[config.mk]
export PLATFORM = sky130hd
export DESIGN_NAME = fifo_page_replacement_core
export DESIGN_NICKNAME = d
export VERILOG_FILES = /design/src/design/fprc_pkg.sv /design/src/design/fprc_cell.sv /design/src/design/fifo_page_replacement_core.sv
export SDC_FILE = /design/constraint.sdc
export NUM_CORES = 1
export LEC_CHECK = 0
export CAP_MARGIN = 5
export CORE_MARGIN = 2
export CORE_UTILIZATION = 45
export DETAILED_ROUTE_END_ITERATION = 8
export DONT_BUFFER_PORTS = 1
export GPL_ROUTABILITY_DRIVEN = 0
export MAX_ROUTING_LAYER = met4
export SLEW_MARGIN = 20
export SYNTH_ARGS = -nofsm -noshare
export SYNTH_HDL_FRONTEND = slang
export SYNTH_SLANG_ARGS = --single-unit
[constraint.sdc]
create_clock -name clk_i -period 5.7 [get_ports clk_i]
set_input_delay 0.855 -clock clk_i [delete_from_list [all_inputs] [get_ports clk_i]]
set_output_delay 0.855 -clock clk_i [all_outputs]
set_load 0.01 [all_outputs]
[src/design/fprc_pkg.sv]
// ----------------------------------------------------------------------------
// fprc_pkg
// Shared types and constants for the FIFO page replacement core.
// ----------------------------------------------------------------------------
`default_nettype none

package fprc_pkg;

  localparam int MAX_FRAMES = 8;
  localparam int PAGE_BITS  = 16;

  // slot index and fill count widths follow from the frame count
  localparam int SLOT_W  = (MAX_FRAMES > 1) ? $clog2(MAX_FRAMES) : 1;
  localparam int FILL_W  = $clog2(MAX_FRAMES + 1);
  localparam int CFG_W   = 4;
  localparam int EFF_W   = (FILL_W > CFG_W) ? FILL_W : CFG_W;

  // fixed result field widths
  localparam int OUT_SLOT_W = 3;
  localparam int COUNT_W    = 32;
  localparam int IN_TDATA_W  = ((PAGE_BITS + 7) / 8) * 8;
  localparam int OUT_FIELD_W = 1 + OUT_SLOT_W + COUNT_W;
  localparam int OUT_TDATA_W = ((OUT_FIELD_W + 7) / 8) * 8;

  typedef logic [PAGE_BITS-1:0] page_t;
  typedef logic [SLOT_W-1:0]    slot_t;
  typedef logic [FILL_W-1:0]    fill_t;

  // per-cell control from the replacement logic
  typedef struct packed {
    logic lookup;  // cell lies in the searched range
    logic write;   // load the broadcast page into this cell
  } cell_ctrl_t;

endpackage

`default_nettype wire

[src/design/fprc_cell.sv]
// ----------------------------------------------------------------------------
// fprc_cell
// One frame of the associative row: holds a page, compares it against the
// broadcast reference and extends the lowest-match chain to its neighbour.
// ----------------------------------------------------------------------------
`default_nettype none

module fprc_cell (
  input  wire                     clk_i,
  input  wire fprc_pkg::page_t      page_i,
  input  wire fprc_pkg::cell_ctrl_t ctrl_i,
  input  wire                     found_i,
  output logic                    found_o,
  output logic                    hit_o
);
  import fprc_pkg::*;

  page_t page_q;
  logic  match;

  assign match   = ctrl_i.lookup && (page_q == page_i);
  // a lower cell already matched: pass the flag on, claim nothing
  assign hit_o   = match && !found_i;
  assign found_o = found_i || match;

  always_ff @(posedge clk_i) begin
    if (ctrl_i.write) begin
      page_q <= page_i;
    end
  end

endmodule

`default_nettype wire

[src/design/fifo_page_replacement_core.sv]
// ----------------------------------------------------------------------------
// fifo_page_replacement_core
// FIFO page replacement over a fully associative row of frame cells.
// ----------------------------------------------------------------------------
//  Channel   Dir  Beat contents (low bit first)
//  s_axis    in   tdata: page[15:0]
//  m_axis    out  tdata: fault[0], slot[3:1], fault_count[35:4], zero pad
//  cfg       in   cfg_data_i: frames_in_use[3:0]
//
//  One reference per cycle unless stalled: the page is compared across
//  all cells in the cycle it is accepted and the result is registered
//  for the next. The lowest-match chain through the cells sets the
//  cycle's depth. A new page is taken while the result register is empty
//  or being drained. Reset empties all frames and clears the pointer and
//  fault count; frame contents are not cleared, only the fill count gates them.
// ----------------------------------------------------------------------------
`default_nettype none

module fifo_page_replacement_core (
  input  wire                                 clk_i,
  input  wire                                 rst_ni,
  input  wire                                 s_axis_tvalid,
  output logic                                s_axis_tready,
  input  wire [fprc_pkg::IN_TDATA_W-1:0]      s_axis_tdata,   // page
  output logic                                m_axis_tvalid,
  input  wire                                 m_axis_tready,
  output logic [fprc_pkg::OUT_TDATA_W-1:0]    m_axis_tdata,   // fault, slot, fault_count
  input  wire                                 cfg_valid_i,
  output logic                                cfg_ready_o,
  input  wire [fprc_pkg::CFG_W-1:0]           cfg_data_i      // frames_in_use
);
  import fprc_pkg::*;

  logic [CFG_W-1:0]   frames_q;
  fill_t              filled_q, filled_d;
  slot_t              ptr_q, ptr_d;
  logic [COUNT_W-1:0] faults_q, faults_d;

  logic                  out_valid_q;
  logic                  out_fault_q;
  logic [OUT_SLOT_W-1:0] out_slot_q;
  logic [COUNT_W-1:0]    out_count_q;

  page_t             page;
  logic              s_fire;
  logic [EFF_W-1:0]  cfg_ext;
  fill_t             n_eff;
  fill_t             lim;
  logic              hit;
  slot_t             hit_slot;
  slot_t             ptr_use;
  fill_t             ptr_inc;
  slot_t             new_slot;
  slot_t             res_slot;
  logic              fill_path;

  cell_ctrl_t        ctrl  [MAX_FRAMES];
  logic [MAX_FRAMES:0]   chain;
  logic [MAX_FRAMES-1:0] hit_vec;

  assign page          = s_axis_tdata[PAGE_BITS-1:0];
  assign s_axis_tready = !out_valid_q || m_axis_tready;
  assign s_fire        = s_axis_tvalid && s_axis_tready;
  assign cfg_ready_o   = 1'b1;

  // clamp the frame count into 1..MAX_FRAMES
  always_comb begin
    cfg_ext = EFF_W'(frames_q);
    if (cfg_ext == '0) begin
      n_eff = FILL_W'(1);
    end else if (cfg_ext > EFF_W'(MAX_FRAMES)) begin
      n_eff = FILL_W'(MAX_FRAMES);
    end else begin
      n_eff = cfg_ext[FILL_W-1:0];
    end
    lim = (filled_q < n_eff) ? filled_q : n_eff;
  end

  assign chain[0] = 1'b0;

  for (genvar i = 0; i < MAX_FRAMES; i++) begin : g_cell
    assign ctrl[i].lookup = (FILL_W'(i) < lim);
    assign ctrl[i].write  = s_fire && !hit && (new_slot == SLOT_W'(i));

    fprc_cell u_cell (
      .clk_i   (clk_i),
      .page_i  (page),
      .ctrl_i  (ctrl[i]),
      .found_i (chain[i]),
      .found_o (chain[i+1]),
      .hit_o   (hit_vec[i])
    );
  end

  assign hit = chain[MAX_FRAMES];

  always_comb begin
    hit_slot = '0;
    for (int i = 0; i < MAX_FRAMES; i++) begin
      if (hit_vec[i]) begin
        hit_slot = hit_slot | SLOT_W'(i);
      end
    end
  end

  // victim choice: next empty frame while filling, else the round-robin pointer
  always_comb begin
    fill_path = (filled_q < n_eff);
    ptr_use   = (FILL_W'(ptr_q) >= n_eff) ? '0 : ptr_q;
    ptr_inc   = FILL_W'(ptr_use) + FILL_W'(1);
    new_slot  = fill_path ? filled_q[SLOT_W-1:0] : ptr_use;
    res_slot  = hit ? hit_slot : new_slot;

    filled_d = filled_q;
    ptr_d    = ptr_q;
    faults_d = faults_q;
    if (s_fire && !hit) begin
      if (fill_path) begin
        filled_d = filled_q + FILL_W'(1);
      end else begin
        ptr_d = (ptr_inc >= n_eff) ? '0 : ptr_inc[SLOT_W-1:0];
      end
      if (faults_q != '1) begin
        faults_d = faults_q + COUNT_W'(1);
      end
    end
  end

  always_ff @(posedge clk_i or negedge rst_ni) begin
    if (!rst_ni) begin
      frames_q    <= CFG_W'(MAX_FRAMES);
      filled_q    <= '0;
      ptr_q       <= '0;
      faults_q    <= '0;
      out_valid_q <= 1'b0;
    end else begin
      if (cfg_valid_i) begin
        frames_q <= cfg_data_i;
      end
      filled_q <= filled_d;
      ptr_q    <= ptr_d;
      faults_q <= faults_d;
      if (s_fire) begin
        out_valid_q <= 1'b1;
      end else if (m_axis_tready) begin
        out_valid_q <= 1'b0;
      end
    end
  end

  // result register: load on every accepted beat
  always_ff @(posedge clk_i) begin
    if (s_fire) begin
      out_fault_q <= !hit;
      out_slot_q  <= OUT_SLOT_W'(res_slot);
      out_count_q <= faults_d;
    end
  end

  assign m_axis_tvalid = out_valid_q;
  assign m_axis_tdata  = OUT_TDATA_W'({out_count_q, out_slot_q, out_fault_q});

  // assertions
  a_fill_bound: assert property (@(posedge clk_i) disable iff (!rst_ni)
    filled_q <= FILL_W'(MAX_FRAMES))
    else $error("fill count beyond frame count");

  a_single_hit: assert property (@(posedge clk_i) disable iff (!rst_ni)
    $onehot0(hit_vec))
    else $error("more than one cell claims the hit");

  a_hit_keeps: assert property (@(posedge clk_i) disable iff (!rst_ni)
    s_fire && hit |=> $stable(filled_q) && $stable(ptr_q) && $stable(faults_q))
    else $error("hit changed replacement state");

  a_fault_count: assert property (@(posedge clk_i) disable iff (!rst_ni)
    s_fire && !hit && (faults_q != '1) |=> faults_q == $past(faults_q) + COUNT_W'(1))
    else $error("fault not counted");

  a_ptr_range: assert property (@(posedge clk_i) disable iff (!rst_ni)
    s_fire && !hit && !fill_path |=> FILL_W'(ptr_q) < $past(n_eff))
    else $error("replacement pointer beyond frame count");

endmodule

`default_nettype wire

==> results.json <==
{
  "end_kind": "flip-flop",
  "path_class": "reg2reg",
  "report.final.setup_viol": 0,
  "rsz0062_at_grt": "false",
  "synth_edf_count": 164,
  "synthFlopType": "edfxtp_1",
  "clk_latency_ns": 0.50,
  "synthCells": 671,
  "critical_path.max_fanout": 27,
  "dp.final_hpwl_mm": 11.9,
  "grt_max_degree": 45,
  "hold_viol_final": 0,
  "p_leak_uw": 0.00370,
  "powerDensity_nw_per_um2": 409,
  "synth_area_um2": 9330,
  "hold_path_class": "in2async",
  "cts_setup_buffers": 0,
  "ys_seq_area_frac": 0.646,
  "wl_per_cell_um": 19.5,
  "postCtsHoldBufs": 0,
  "yosysTopAreaCell": "edfxtp_1",
  "chipWidth_um": 148,
  "tightest_slew_ns": 1.04,
  "nets": 715,
  "routed_wl_mm": 18.7,
  "critPathRequiredTime_ns": 5.83,
  "cts_tree": "done",
  "diodes": 0,
  "antenna_found_initial": 0,
  "grt_pass1_vias": 5287,
  "critPathSlowestCell": "nor3_4",
  "synth_cell_type_count": 59,
  "cts_sinks": 208,
  "cts-root-buf": "clkbuf_16",
  "arrival_ns": 4.52,
  "final.min_clock_period_ns": 4.39,
  "synthArstFlopShare": 0.212,
  "fin_hold_ws_ns": 0.0500,
  "route.detailed.drc": 0,
  "dpl_cell_area_um2": 9630,
  "avgSynthCellArea_um2": 13.9,
  "rows": 52,
  "finalSetupTns_ns": 0,
  "crit_top_cell": "a22o_1",
  "die_area_um2": 21900,
  "yosysWarnings": 0,
  "finalMaxSlewViolations": 0,
  "path_clk_slew_ns": 0.06,
  "drive_above_1_share": 0.0972,
  "syn_to_final_growth_pct": 10.5,
  "cap_violations": 0,
  "final_area_um2": 10300,
  "drt_first_pass_iters": 4,
  "viasPerCell": 5.43,
  "regArea_um2": 6030,
  "cts_buffers": 22,
  "dr.first_iter.drc_count": 360,
  "io_buffers": 0,
  "grt_pass1_wl_mm": 29.9,
  "yosysTopAreaCellShare": 0.528,
  "grt_usage": 0.181,
  "start_kind": "flip-flop",
  "start_util": 0.460,
  "crit_path_cell_trace": "inv_1 > ha_1 > a21oi_2 > nand2_1 > a22o_1 > a22o_1 > a221oi_2 > nand4bb_1 > buf_4 > or2_1 > nor3_4",
  "postRouteAntennaNets": 0,
  "fill_cells": 1761,
  "multiInputGateArea_um2": 3160,
  "ctsHtreeMaxLevel": 1,
  "clockBufferDepth": 3,
  "ioPinCount": 68,
  "critPathMaxStageDelay_ns": 0.69,
  "core_area_um2": 20300,
  "grt_overflow": 0,
  "route.vias.total": 5210,
  "ys_seq_elements": 208,
  "outcome": "completed",
  "worst_ir_drop_vdd_v": 0.000283,
  "max_freq_ghz": 0.228,
  "relSlewSlack": 0.301,
  "skew_ns": 0.00683,
  "synth.area.top_cells": "edfxtp_1 53%, dfrtp_1 12%, xor2_1 8.1%",
  "cts.repair.resized": 0,
  "die_h_um": 148,
  "finalCritPeriodShare": 0.771
}
==> power by group <==
part / leakage, uW / switching, uW / internal [uW]
Combinational: 0.00131 / 503 / 335
Sequential: 0.00207 / 136 / 1900
Clock: 0.000327 / 548 / 789
==> placed cells by master, fill, tap and decap left out, types with 2 or more instances in the layout <==
master,n
nor2_1,15
nor2b_1,2
and4_1,3
clkbuf_16,23
a22o_1,2
nor3_1,22
a21o_1,7
nor3b_1,2
o21ai_0,8
and2_1,2
nand4_1,26
clkinv_2,3
nand3_1,14
edfxtp_1,164
nand2_1,36
a21oi_1,11
dfrtp_1,43
nor4_2,4
clkinv_1,4
nand2b_1,6
or2b_1,2
nor4_1,29
conb_1,5
clkbuf_1,5
nor3_2,5
a31oi_1,4
and3_1,5
or4_4,2
and3_2,2
xor2_1,86
mux2_2,5
xnor2_1,75
ha_1,14
xnor2_2,2
mux2i_1,3
o21a_1,2
buf_4,10
o22ai_1,2
inv_1,10
==> logic make-up (layout without fill, tap and decap cells) <==
kind of cell               count (synthesis)  after routing  synth area share
xor gates and xnor gates                 163            163             0.155
adders and majority gates                 14             14            0.0188
buffers and inverters                     43             58            0.0231
muxes                                      8              8           0.00925
other                                      2              5          0.000805
DFF                                      208            208             0.646
and+or+nand+nor                          184            184             0.109
AOI/OAI and AO/OA                         49             49            0.0385
==> state kept, by name, indices dropped and copies added, names as in the netlist <==
signal / flops
m_axis_tvalid: 1
filled_q: 4
ptr_q: 3
faults_q: 32
out_slot_q: 3
out_fault_q: 1
g_cell.u_cell.page_q: 128
cfg_ext: 4
out_count_q: 32
==> Yosys cell counts, types with 2 or more instances <==
| library cell | instances |
|---|---|
| nand4_1 | 26 |
| o21a_1 | 2 |
| o22ai_1 | 2 |
| conb_1 | 2 |
| and4_1 | 3 |
| buf_2 | 19 |
| or2b_1 | 2 |
| nand2b_1 | 6 |
| mux2_2 | 5 |
| nor4_1 | 32 |
| or4_4 | 2 |
| dfrtp_1 | 43 |
| xor2_1 | 86 |
| a21o_1 | 7 |
| nor2b_1 | 2 |
| nor3_1 | 28 |
| o21ai_0 | 8 |
| nor2_1 | 15 |
| clkbuf_1 | 5 |
| xnor2_1 | 75 |
| xnor2_2 | 2 |
| and3_1 | 5 |
| nand2_1 | 36 |
| and2_1 | 2 |
| ha_1 | 14 |
| a21oi_1 | 11 |
| a31oi_1 | 4 |
| inv_1 | 10 |
| nor3b_1 | 2 |
| and3_2 | 2 |
| edfxtp_1 | 164 |
| nand3_1 | 14 |
| buf_4 | 6 |
| a22o_1 | 2 |
| mux2i_1 | 3 |
==> critical path: cells and delay by family, from the launching register on <==
family	cells	cell delay [ns]
buffers and inverters	2	0.39
adder cells (fa/ha/maj)	1	0.37
AO/OA/AOI/OAI	4	1.24
AND/OR/NAND/NOR	4	1.39
flip-flops	1	0.63
==> path summary, 6_finish.rpt <==
check,to,slack (ns),start,depth (start not counted)
max,g_cell[3].u_cell.page_q[7],1.31,cfg_ext[3],11
min,cfg_ext[0],0.05,rst_ni,0
max reg2reg,g_cell[3].u_cell.page_q[7],1.31,cfg_ext[3],11
min reg2reg,faults_q[11],0.49,faults_q[11],1
max in group asynchronous,cfg_ext[3],5.48,rst_ni,0
min in group clk_i,cfg_ext[3],0.42,cfg_valid_i,1
==> area by class of cell <==
class                   instances  area share
clock inverters                 8     0.00619
repair buffers                 10     0.00728
inverters                      11     0.00400
multi-input cells             423       0.306
clock buffers                  29      0.0590
well taps                     270      0.0328
flip-flops and latches        208       0.585
==> metrics by stage <==
stage	setup WS, ns	utilization	power (uW)	std cells
after floorplan	0.754	-	2680	674
after global placement	1.29	0.474	2850	922
after detailed placement	1.05	0.474	2900	922
after CTS	1.01	0.507	4240	959
after global routing	1.06	0.508	4440	959
final	1.31	0.508	4210	959
==> per-layer routing <==
| layer | share of wire | GRT usage |
|---|---|---|
| met4 | 0.024 | 0.0481 |
| met5 | 0 | - |
| met3 | 0.058 | 0.0380 |
| met1 | 0.44 | 0.242 |
| met2 | 0.48 | 0.284 |
Note: power is estimated with default switching activity, not from simulation.
